--- config.mk ---
export PLATFORM = sky130hd
export DESIGN_NAME = rx_worker_lifecycle_fsm_core
export DESIGN_NICKNAME = d
export VERILOG_FILES = /design/src/sv/rwlf_pkg.sv /design/src/sv/rx_worker_lifecycle_fsm_core.sv /design/src/sv/rwlf_step.sv
export SDC_FILE = /design/constraint.sdc
export NUM_CORES = 1
export LEC_CHECK = 0
export BUFFER_PORTS_ARGS = -buffer_cell sky130_fd_sc_hd__buf_2
export CORE_MARGIN = 4
export CORE_UTILIZATION = 50
export CTS_CLUSTER_SIZE = 25
export DETAILED_ROUTE_END_ITERATION = 10
export HOLD_SLACK_MARGIN = 0.12
export PLACE_DENSITY = 0.88
export SLEW_MARGIN = 0
export SYNTH_ARGS = -nofsm -noshare
export SYNTH_HDL_FRONTEND = slang
export SYNTH_HIERARCHICAL = 1
export SYNTH_SLANG_ARGS = --single-unit
--- constraint.sdc ---
create_clock -name clk -period 8.2 [get_ports clk]
set_input_delay 0.41 -clock clk [delete_from_list [all_inputs] [get_ports clk]]
set_output_delay 0.41 -clock clk [all_outputs]
set_load 0.05 [all_outputs]
--- src/sv/rwlf_pkg.sv ---
// Shared phase codes, event codes and the step decision type for the worker lifecycle block.
package rwlf_pkg;

  localparam logic [2:0] PH_IDLE     = 3'd0;
  localparam logic [2:0] PH_STARTING = 3'd1;
  localparam logic [2:0] PH_ARMED    = 3'd2;
  localparam logic [2:0] PH_RUNNING  = 3'd3;
  localparam logic [2:0] PH_STOPPING = 3'd4;
  localparam logic [2:0] PH_REAPABLE = 3'd5;
  localparam logic [2:0] PH_FATAL    = 3'd6;

  localparam logic [2:0] REQ_BEGIN   = 3'd0;
  localparam logic [2:0] REQ_READY   = 3'd1;
  localparam logic [2:0] REQ_STARTED = 3'd2;
  localparam logic [2:0] REQ_STOP    = 3'd3;
  localparam logic [2:0] REQ_DONE    = 3'd4;
  localparam logic [2:0] REQ_REAP    = 3'd5;
  localparam logic [2:0] REQ_FATAL   = 3'd6;
  localparam logic [2:0] REQ_STATUS  = 3'd7;

  localparam int STREAM_W = 64;
  localparam int GEN_W    = 32;
  localparam int OUT_CNT_W = 32;

  // Decision for one event, produced by the step logic and applied by the top level.
  typedef struct packed {
    logic       accepted;
    logic [2:0] phase_nxt;
    logic       gen_bump;
    logic       load_active;
    logic       clear_active;
    logic       store_done;
    logic       clear_result;
    logic       inc_dup;
    logic       inc_stale;
  } rwlf_step_t;

endpackage

--- src/sv/rx_worker_lifecycle_fsm_core.sv ---
// Top level of the receive worker lifecycle controller: input register, state and result.
// The input register loads the word when it is accepted; the state update, which doubles as the
// result register, then takes the decoded word and presents the result.
// Throughput: one word per cycle while out_stall is low; the decode between the input register
// and the state registers is combinational, and the two stages move whenever the result slot is empty or taken.
// Reset (rst_n low, synchronous): phase idle, generation, counters and stream fields zero.
module rx_worker_lifecycle_fsm_core #(
  parameter int COUNT_BITS = 32
) (
  input  logic        clk,
  input  logic        rst_n,

  input  logic        in_valid,
  output logic        in_stall,
  input  logic [2:0]  in_req_type,
  input  logic [63:0] in_stream_id,
  input  logic [63:0] in_worker_result,
  input  logic        in_other_worker_started,

  output logic        out_valid,
  input  logic        out_stall,
  output logic        out_accepted,
  output logic [2:0]  out_phase,
  output logic        out_busy_res,
  output logic        out_legacy_start_ok,
  output logic [31:0] out_generation_out,
  output logic [31:0] out_transitions_out,
  output logic [31:0] out_duplicate_stops_out,
  output logic [31:0] out_stale_events_out,
  output logic [63:0] out_active_stream_out,
  output logic [63:0] out_completed_stream_out,
  output logic [63:0] out_result_out
);

  // Input register. A word waits here until the result side has room for its answer.
  logic        iv_r;
  logic [2:0]  req_r;
  logic [63:0] sid_r;
  logic [63:0] wres_r;
  logic        other_r;

  // State. The state registers change only when a new result is produced, and that can only
  // happen once the previous result has been taken, so while a result waits the state still
  // shows exactly the status after that word. The state registers therefore serve directly as
  // the payload of the result; only the accepted flag and the legacy check need their own bits.
  logic [2:0]                       phase_r;
  logic [rwlf_pkg::GEN_W-1:0]       gen_r;
  logic [COUNT_BITS-1:0]            trans_r;
  logic [COUNT_BITS-1:0]            dup_r;
  logic [COUNT_BITS-1:0]            stale_r;
  logic [rwlf_pkg::STREAM_W-1:0]    active_r;
  logic [rwlf_pkg::STREAM_W-1:0]    completed_r;
  logic [rwlf_pkg::STREAM_W-1:0]    result_r;

  logic ov_r;
  logic acc_r;
  logic legacy_r;

  logic                       advance;
  logic                       fire;
  rwlf_pkg::rwlf_step_t       step;
  logic [rwlf_pkg::GEN_W-1:0] gen_inc;
  logic [rwlf_pkg::GEN_W-1:0] gen_nxt;
  logic [63:0]                trans_ext;
  logic [63:0]                dup_ext;
  logic [63:0]                stale_ext;

  // The result slot is free when empty or being taken in this cycle.
  assign advance  = !ov_r || !out_stall;
  assign fire     = iv_r && advance;
  assign in_stall = iv_r && !advance;

  rwlf_step u_step (
    .req_type      (req_r),
    .evt_sid       (sid_r),
    .phase         (phase_r),
    .active_stream (active_r),
    .step          (step)
  );

  // Generation wraps but skips zero, so a live session never carries generation zero.
  assign gen_inc = gen_r + rwlf_pkg::GEN_W'(1);
  assign gen_nxt = (gen_inc == '0) ? rwlf_pkg::GEN_W'(1) : gen_inc;

  always_ff @(posedge clk) begin
    if (!rst_n) begin
      iv_r <= 1'b0;
    end else if (!in_stall) begin
      iv_r <= in_valid;
    end
  end

  always_ff @(posedge clk) begin
    if (!in_stall && in_valid) begin
      req_r   <= in_req_type;
      sid_r   <= in_stream_id;
      wres_r  <= in_worker_result;
      other_r <= in_other_worker_started;
    end
  end

  always_ff @(posedge clk) begin
    if (!rst_n) begin
      ov_r        <= 1'b0;
      acc_r       <= 1'b0;
      legacy_r    <= 1'b0;
      phase_r     <= rwlf_pkg::PH_IDLE;
      gen_r       <= '0;
      trans_r     <= '0;
      dup_r       <= '0;
      stale_r     <= '0;
      active_r    <= '0;
      completed_r <= '0;
      result_r    <= '0;
    end else begin
      if (advance) begin
        ov_r <= iv_r;
      end
      if (fire) begin
        acc_r    <= step.accepted;
        legacy_r <= (step.phase_nxt == rwlf_pkg::PH_IDLE) && !other_r;
        phase_r  <= step.phase_nxt;
        if (step.gen_bump) begin
          gen_r <= gen_nxt;
        end
        if (step.accepted) begin
          trans_r <= trans_r + COUNT_BITS'(1);
        end
        if (step.inc_dup) begin
          dup_r <= dup_r + COUNT_BITS'(1);
        end
        if (step.inc_stale) begin
          stale_r <= stale_r + COUNT_BITS'(1);
        end
        if (step.load_active) begin
          active_r <= sid_r;
        end else if (step.clear_active) begin
          active_r <= '0;
        end
        if (step.store_done) begin
          completed_r <= sid_r;
          result_r    <= wres_r;
        end else if (step.clear_result) begin
          result_r <= '0;
        end
      end
    end
  end

  // The event counters may be narrower or wider than the 32-bit status fields.
  assign trans_ext = 64'(trans_r);
  assign dup_ext   = 64'(dup_r);
  assign stale_ext = 64'(stale_r);

  assign out_valid                = ov_r;
  assign out_accepted             = acc_r;
  assign out_phase                = phase_r;
  assign out_busy_res             = (phase_r != rwlf_pkg::PH_IDLE);
  assign out_legacy_start_ok      = legacy_r;
  assign out_generation_out       = gen_r;
  assign out_transitions_out      = trans_ext[rwlf_pkg::OUT_CNT_W-1:0];
  assign out_duplicate_stops_out  = dup_ext[rwlf_pkg::OUT_CNT_W-1:0];
  assign out_stale_events_out     = stale_ext[rwlf_pkg::OUT_CNT_W-1:0];
  assign out_active_stream_out    = active_r;
  assign out_completed_stream_out = completed_r;
  assign out_result_out           = result_r;

  // Fatal is left only by reset.
  a_fatal_sticky: assert property (@(posedge clk) disable iff (!rst_n)
    (phase_r == rwlf_pkg::PH_FATAL) |=> (phase_r == rwlf_pkg::PH_FATAL))
    else $error("fatal phase was left without reset");

  // Any phase inside a session was entered through begin, so it has a generation and a stream.
  a_session_has_stream: assert property (@(posedge clk) disable iff (!rst_n)
    ((phase_r == rwlf_pkg::PH_STARTING) || (phase_r == rwlf_pkg::PH_ARMED) ||
     (phase_r == rwlf_pkg::PH_RUNNING) || (phase_r == rwlf_pkg::PH_STOPPING) ||
     (phase_r == rwlf_pkg::PH_REAPABLE)) |-> ((gen_r != '0) && (active_r != '0)))
    else $error("session phase without generation or stream");

  // An accepted event steps the transition counter by exactly one.
  a_trans_step: assert property (@(posedge clk) disable iff (!rst_n)
    (fire && step.accepted) |=> (trans_r == $past(trans_r) + COUNT_BITS'(1)))
    else $error("transition counter did not follow an accepted event");

  // While a result waits, the state behind it must not move.
  a_hold_state: assert property (@(posedge clk) disable iff (!rst_n)
    (ov_r && out_stall) |=> ($stable(phase_r) && $stable(trans_r) && $stable(active_r)))
    else $error("status changed while result was stalled");

endmodule

--- src/sv/rwlf_step.sv ---
// Event decode: decides the transition and the side effects of one event.
module rwlf_step (
  input  logic [2:0]                     req_type,
  input  logic [rwlf_pkg::STREAM_W-1:0]  evt_sid,
  input  logic [2:0]                     phase,
  input  logic [rwlf_pkg::STREAM_W-1:0]  active_stream,
  output rwlf_pkg::rwlf_step_t           step
);

  logic in_session;
  logic sid_ok;
  logic done_ok;

  assign in_session = (phase == rwlf_pkg::PH_STARTING) || (phase == rwlf_pkg::PH_ARMED) ||
                      (phase == rwlf_pkg::PH_RUNNING);
  assign sid_ok     = (evt_sid != '0);
  assign done_ok    = sid_ok && (evt_sid == active_stream) &&
                      (in_session || (phase == rwlf_pkg::PH_STOPPING));

  always_comb begin
    step = '0;
    step.phase_nxt = phase;
    unique case (req_type)
      rwlf_pkg::REQ_BEGIN: begin
        if ((phase == rwlf_pkg::PH_IDLE) && sid_ok) begin
          step.accepted     = 1'b1;
          step.phase_nxt    = rwlf_pkg::PH_STARTING;
          step.gen_bump     = 1'b1;
          step.load_active  = 1'b1;
          step.clear_result = 1'b1;
        end
      end
      rwlf_pkg::REQ_READY: begin
        if (phase == rwlf_pkg::PH_STARTING) begin
          step.accepted  = 1'b1;
          step.phase_nxt = rwlf_pkg::PH_ARMED;
        end
      end
      rwlf_pkg::REQ_STARTED: begin
        if (phase == rwlf_pkg::PH_ARMED) begin
          step.accepted  = 1'b1;
          step.phase_nxt = rwlf_pkg::PH_RUNNING;
        end
      end
      rwlf_pkg::REQ_STOP: begin
        if (phase == rwlf_pkg::PH_STOPPING) begin
          step.inc_dup = 1'b1;
        end else if (in_session) begin
          step.accepted  = 1'b1;
          step.phase_nxt = rwlf_pkg::PH_STOPPING;
        end
      end
      rwlf_pkg::REQ_DONE: begin
        if (done_ok) begin
          step.accepted   = 1'b1;
          step.phase_nxt  = rwlf_pkg::PH_REAPABLE;
          step.store_done = 1'b1;
        end else begin
          step.inc_stale = 1'b1;
        end
      end
      rwlf_pkg::REQ_REAP: begin
        if (phase == rwlf_pkg::PH_REAPABLE) begin
          step.accepted     = 1'b1;
          step.phase_nxt    = rwlf_pkg::PH_IDLE;
          step.clear_active = 1'b1;
        end
      end
      rwlf_pkg::REQ_FATAL: begin
        step.accepted  = 1'b1;
        step.phase_nxt = rwlf_pkg::PH_FATAL;
      end
      rwlf_pkg::REQ_STATUS: begin
        step.accepted = 1'b0;
      end
      default: begin
        step.accepted = 1'b0;
      end
    endcase
  end

endmodule
==> results of run 1 <==
-- path summary, 6_finish.rpt --
path,endpoint,slack [ns],cells past startpoint
max,out_result_out[36]$_SDFFE_PN0P_,3.42,9
min,out_valid$_SDFFE_PN0N_,0.17,3
max reg2reg,out_result_out[36]$_SDFFE_PN0P_,3.42,9
min reg2reg,out_completed_stream_out[57]$_SDFFE_PN0P_,0.46,2
-- layout by cell type, fill, tap and decap left out, types with 6 or more instances in the layout --
cell type      count
nor3_1            13
nor4_2             6
and3_1            24
nor2b_1          140
clkbuf_16         49
dlygate4sd3_1    133
a21boi_0          84
xor2_1            44
dfxtp_1          327
xnor2_1          134
buf_2            462
nand4_1           54
clkbuf_1          12
or3_1             23
nor4_1            25
clkinv_2           8
nand2_1          191
inv_1             10
nand3_1           63
and2_1           103
o21ai_0           26
buf_4             10
a21boi_1           6
and4_1            12
edfxtp_1         132
a22oi_1          129
nor2_1            34
-- cell families (layout without fill, tap and decap cells) --
| family | count (synthesis) | count (layout) | synth area share, % |
|---|---|---|---|
| other cells | 0 | 4 | 0 |
| mux | 3 | 3 | 0.161 |
| fa+ha+maj | 4 | 4 | 0.268 |
| xor+xnor | 178 | 178 | 8.35 |
| buf+inv | 107 | 702 | 2.53 |
| flops | 459 | 459 | 56.3 |
| simple gates | 721 | 721 | 21.6 |
| compound gates | 278 | 278 | 10.8 |
-- routing by layer --
layer	GRT usage [%]	vias to the layer above	wire length, um
li1	-	7289	-
met5	0	-	13
met4	15.1	2	3710
met3	7.19	242	6130
met1	33.4	7829	21700
met2	49.0	1032	29600
-- flip-flops by register name, indices dropped and copies added (netlist names) --
register,cells
iv_r,1
other_r,1
out_accepted,1
out_active_stream_out,64
out_completed_stream_out,64
out_duplicate_stops_out,32
out_generation_out,32
out_legacy_start_ok,1
out_phase,3
out_result_out,64
out_stale_events_out,32
out_transitions_out,32
out_valid,1
req_r,3
sid_r,64
wres_r,64
-- stage by stage --
stage	instance area [sq um]	setup WS, ns	std cells	util, %
floorplan	18700	0.763	1750	-
detailed placement	21300	3.76	2594	57.9
global placement	21300	4.01	2594	57.9
finish	24200	3.42	2817	65.9
CTS	24200	3.71	2813	65.9
global route	24200	3.32	2816	65.9
-- worst min-delay path, stage by stage --
cell     delay, ns
buf_2         0.13
a21oi_1       0.07
nor2b_1       0.09
-- cell type report --
cell class,instances,area share [%]
Tap cell,468,2.42
Sequential cell,459,43.5
Multi-Input combinational cell,1184,32.0
Antenna cell,4,0.0414
Timing Repair Buffer,606,15.4
Clock buffer,63,5.37
Inverter,10,0.155
Clock inverter,23,1.17
-- what timing repair did --
| action | 4_1_cts | 5_1_grt |
|---|---|---|
| endpoints found under the hold margin | 133 | 0 |
| buffers inserted | 0 | 0 |
| hold buffers | 133 | 0 |
| gates resized for setup | 0 | 0 |
| endpoints found under the setup margin | 0 | 0 |
-- power groups by stage --
stage                     combinational, W  clock, W  sequential, W
final                             0.000236   0.00221        0.00243
after global routing              0.000247   0.00233        0.00243
after global placement            0.000173         0        0.00247
after detailed placement          0.000175         0        0.00247
after CTS                         0.000227   0.00222        0.00243
after floorplan                  0.0000876         0        0.00248
==> flow_summary.ini, run 1 <==
[outcome]
outcome = finished clean

[sta]
slew_violations = 0
post-route-period-util_pct = 58.3
max-slew-margin-rel_pct = 34.8
max_freq_mhz = 209
hold_ws_ns = 0.171
fin_worst_skew_ns = 0.0260
setup_viol = 0
tightest_slew_ns = 0.977
post-route-min-period_ns = 4.78
setup_tns_ns = 0
grt_setup_unrepaired = false
finalHoldViolCount = 0

[synthesis]
syn-cell-area_sq_um = 18700
ys_ff_latch = 459
synthArstFlopShare_pct = 0
synth_nets = 1890
synth_area_leader_cell = dfxtp_1
synth_commonest_cells = 327 x dfxtp_1, 192 x nand2_1, 141 x nor2b_1
yosysWarnings = 6
synthDistinctLibCells = 65
ys_top_cells_by_area = dfxtp_1 35%, edfxtp_1 21%, xnor2_1 6.3%
syn_avg_cell_area_sq_um = 10.7
netlist_instances = 1750
synth.top_cell.area_share_pct = 35.1
synth_flop_cell = dfxtp_1
synthMostInstantiatedCell = dfxtp_1
synth_edf_count = 132
yosysSeqAreaShare_pct = 56.3

[drt]
vias_per_cell = 5.82
via_count = 16394
drc = 0
detail-route-antenna-nets = 0
initialDrtViolationCount = 1479
wl_um = 61200
dr.pass1.iters = 6
wl_per_cell_um = 21.7

[power_and_ir_drop]
power_frac_seq_pct = 49.9
power_frac_comb_pct = 4.8
leakage_nw = 9.68
internal_power_w = 0.00375
pwr-share-clk_pct = 45.3
powerDensity_nw_per_um2 = 202
switching_power_w = 0.00112
switching_share_pct = 23.0
peakVddDrop_v = 0.000179
p_total_w = 0.00487

[clock_network]
numCtsBuffers = 47
cts_root_buffer = clkbuf_16
htree_levels = 2
path_clk_slew_ns = 0.07
clock_latency_ns = 0.59
cts_buffer_depth = 3
clock_sinks = 459
cts_tree = built

[critical_path]
slowest_stage = nor4_1
critPathBufInv = 1
required_ns = 8.69
cpMostUsedCell = nor4_1
worstReg2RegStart = sid_r[59]$_DFFE_PP_
slowest_delay_ns = 0.81
crit_start = sid_r[59]$_DFFE_PP_
cp_top_family = simple AND/OR/NAND/NOR gates
start_kind = flop
crit_fanout = 77
critPathKind = reg -> reg
arrival_ns = 5.27
cp_cell_sequence = xnor2_1 -> nand4_1 -> nor4_1 -> nand3_1 -> nor4_1 -> and2_4 -> buf_4 -> a22oi_1 -> nor2b_1
cp-end-kind = flop

[cells_and_area]
drive_above_1_share_pct = 24.7
nFillCells = 2538
nets = 2448
multi_input_area_sq_um = 7730
register_area_sq_um = 10500
area_delta_synth_final_pct = 29.6

[hold_path]
hp-class = in -> reg
hold_start = out_stall

[global_routing]
gr-total-overflow = 0
grt_antenna_before_repair = 5
track_usage_pct = 28.7
grt_max_degree = 118
grt_pass1_vias = 16400
grt_pass1_wl_um = 93700

[placed_design]
place.gp.congestion = 0.939
hpwl_um = 38000
io_buffers = 463

[run]
maxCapViolations = 0

[die]
io_pins = 464
initial_core_util_pct = 50.9
die_y_um = 201
die_w_um = 201
core-area_sq_um = 36700
dieArea_sq_um = 40500
core.rowCount = 70
No activity file was read; power rests on OpenSTA's default activity.
==> run 2, diff against run 1 <==
--- a/config.mk
+++ b/config.mk
@@ -7,7 +7,7 @@
 export LEC_CHECK = 0
 export BUFFER_PORTS_ARGS = -buffer_cell sky130_fd_sc_hd__buf_2
 export CORE_MARGIN = 4
-export CORE_UTILIZATION = 50
+export CORE_UTILIZATION = 48
 export CTS_CLUSTER_SIZE = 25
 export DETAILED_ROUTE_END_ITERATION = 10
 export HOLD_SLACK_MARGIN = 0.12
==> constraint.sdc (replaced) <==
create_clock -name clk -period 4.35 [get_ports clk]
set_input_delay 0.2175 -clock clk [delete_from_list [all_inputs] [get_ports clk]]
set_output_delay 0.2175 -clock clk [all_outputs]
set_load 0.05 [all_outputs]
==> run 2 against run 1 <==
Compared with the run above:
- combinational power grew 88%
- hold slack gained 0.030 ns
- register-to-register slack got worse by 3.1 ns
- clock-buffer cell count did not move
- clock power is 84% higher
- sequential power rose by 88%
- flip-flop and latch count stayed put
- cell area increased by 0.55%
- core utilization down 1.9 points
- total power up 86%
- critical endpoint is now out_stale_events_out[28]$_SDFFE_PN0P_
- largest cell class unchanged
- largest power group unchanged
- highest routed layer unchanged
==> flow_summary.ini, run 2 (synthesis gave the netlist of run 1 again) <==
[clock_network]
numCtsBuffers = 48
htree_levels = 2
path_clk_slew_ns = 0.07
post_cts_buffers = 0
cts_buffer_depth = 3
clock_sinks = 459
cts_root_buffer = clkbuf_16
cts_tree = built
clock_latency_ns = 0.61

[sta]
slew_violations = 0
max-slew-margin-rel_pct = 41.0
max_freq_mhz = 250
post-route-period-util_pct = 91.8
fin_worst_skew_ns = 0.0378
setup_tns_ns = 0
hold_ws_ns = 0.201
tightest_slew_ns = 0.885
finalHoldViolCount = 0
grt_setup_unrepaired = false
post-route-min-period_ns = 3.99
fin_ws_ns = 0.357
setup_viol = 0

[global_routing]
grt_max_degree = 192
grt_antenna_before_repair = 6
track_usage_pct = 27.5
gr-total-overflow = 0
grt_pass1_vias = 16075
grt_pass1_wl_um = 91800

[drt]
drc = 0
initialDrtViolationCount = 1268
dr.pass1.iters = 6
wl_um = 60400
via_count = 16130
wl_per_cell_um = 21.0
detail-route-antenna-nets = 0
vias_per_cell = 5.62

[power_and_ir_drop]
internal_power_w = 0.00696
peakVddDrop_v = 0.000434
pwr-share-clk_pct = 44.7
leakage_nw = 9.71
switching_power_w = 0.00213
power_frac_seq_pct = 50.4
switching_share_pct = 23.4
powerDensity_nw_per_um2 = 373
power_frac_comb_pct = 4.9

[critical_path]
critPathKind = reg -> reg
start_kind = flop
arrival_ns = 4.46
crit_fanout = 7
rr_worst_depth = 12
cp-end-kind = flop
required_ns = 4.82

[placed_design]
place.gp.congestion = 0.924
post-place-ws_ns = 0.278
hpwl_um = 39100
io_buffers = 463

[outcome]
outcome = finished clean

[run]
maxCapViolations = 0

[die]
dieArea_sq_um = 42100
core.rowCount = 71
die_y_um = 205
io_pins = 464
initial_core_util_pct = 49.1
core-area_sq_um = 38000
die_w_um = 205

[hold_path]
whs_path_depth = 2
hp-class = in -> reg

[cells_and_area]
final_common_cell = buf_2
final_cell_mix = 462 x buf_2, 327 x dfxtp_1, 191 x nand2_1, 140 x nor2b_1
nets = 2452
drive_above_1_share_pct = 24.9
area_delta_synth_final_pct = 30.3
run 2: worst max-delay path, cell delays in order (launching register included):
cell,delay (ns)
edfxtp_1,0.44
nor4_1,0.47
nand4_1,0.30
or4_4,0.60
nand4_1,0.14
nor2_1,0.08
nor2_1,0.36
nand4_1,0.30
or2_1,0.36
nor4_2,0.36
nand3_1,0.14
xnor2_1,0.15
and2_1,0.16
run 2: metrics by stage:
step	utilization [%]	instance area (sq um)	cells	total power, W
6_report	63.9	24300	2868	0.00908
5_1_grt	63.9	24300	2867	0.00935
4_1_cts	63.9	24300	2863	0.00911
3_5_place_dp	56.2	21400	2639	0.00499
3_3_place_gp	56.2	21400	2639	0.00498
2_1_floorplan	-	18700	1750	0.00484
run 2: power groups by stage:
stage	combinational, W	clock [W]	sequential (W)
final	0.000444	0.00406	0.00458
after global routing	0.000467	0.00431	0.00458
after CTS	0.000431	0.00411	0.00457
after detailed placement	0.000331	0	0.00466
after global placement	0.000327	0	0.00465
after floorplan	0.000166	0	0.00467
run 2: per-layer routing:
layer | vias to the layer above | part of all wire, % | track usage (%)
met5 | - | 0.023 | 0
met2 | 912 | 48 | 46.0
met4 | 2 | 5.4 | 13.5
met3 | 197 | 9.6 | 6.98
met1 | 7711 | 37 | 33.1
li1 | 7308 | - | -
run 2: path summary, 6_finish.rpt:
kind,from,end,slack (ns)
min reg2reg,out_completed_stream_out[62]$_SDFFE_PN0P_,out_completed_stream_out[62]$_SDFFE_PN0P_,0.46
max,sid_r[29]$_DFFE_PP_,out_stale_events_out[28]$_SDFFE_PN0P_,0.36
max reg2reg,sid_r[29]$_DFFE_PP_,out_stale_events_out[28]$_SDFFE_PN0P_,0.36
min,rst_n,out_duplicate_stops_out[25]$_SDFFE_PN0P_,0.20
run 2: layout make-up:
| class | instances | area [sq um] |
|---|---|---|
| Sequential cell | 459 | 10500 |
| Antenna cell | 5 | 12.5 |
| Clock buffer | 63 | 1330 |
| Inverter | 10 | 37.5 |
| Timing Repair Buffer | 609 | 3800 |
| Clock inverter | 27 | 250 |
| Tap cell | 511 | 639 |
| Multi-Input combinational cell | 1184 | 7730 |
| Fill cell | 2773 | 13700 |
run 2: what timing repair did:
item | in CTS | in global routing
hold endpoints to repair | 134 | 0
gates resized for setup | 0 | 1
hold buffers | 134 | 0
setup endpoints to repair | 0 | 2
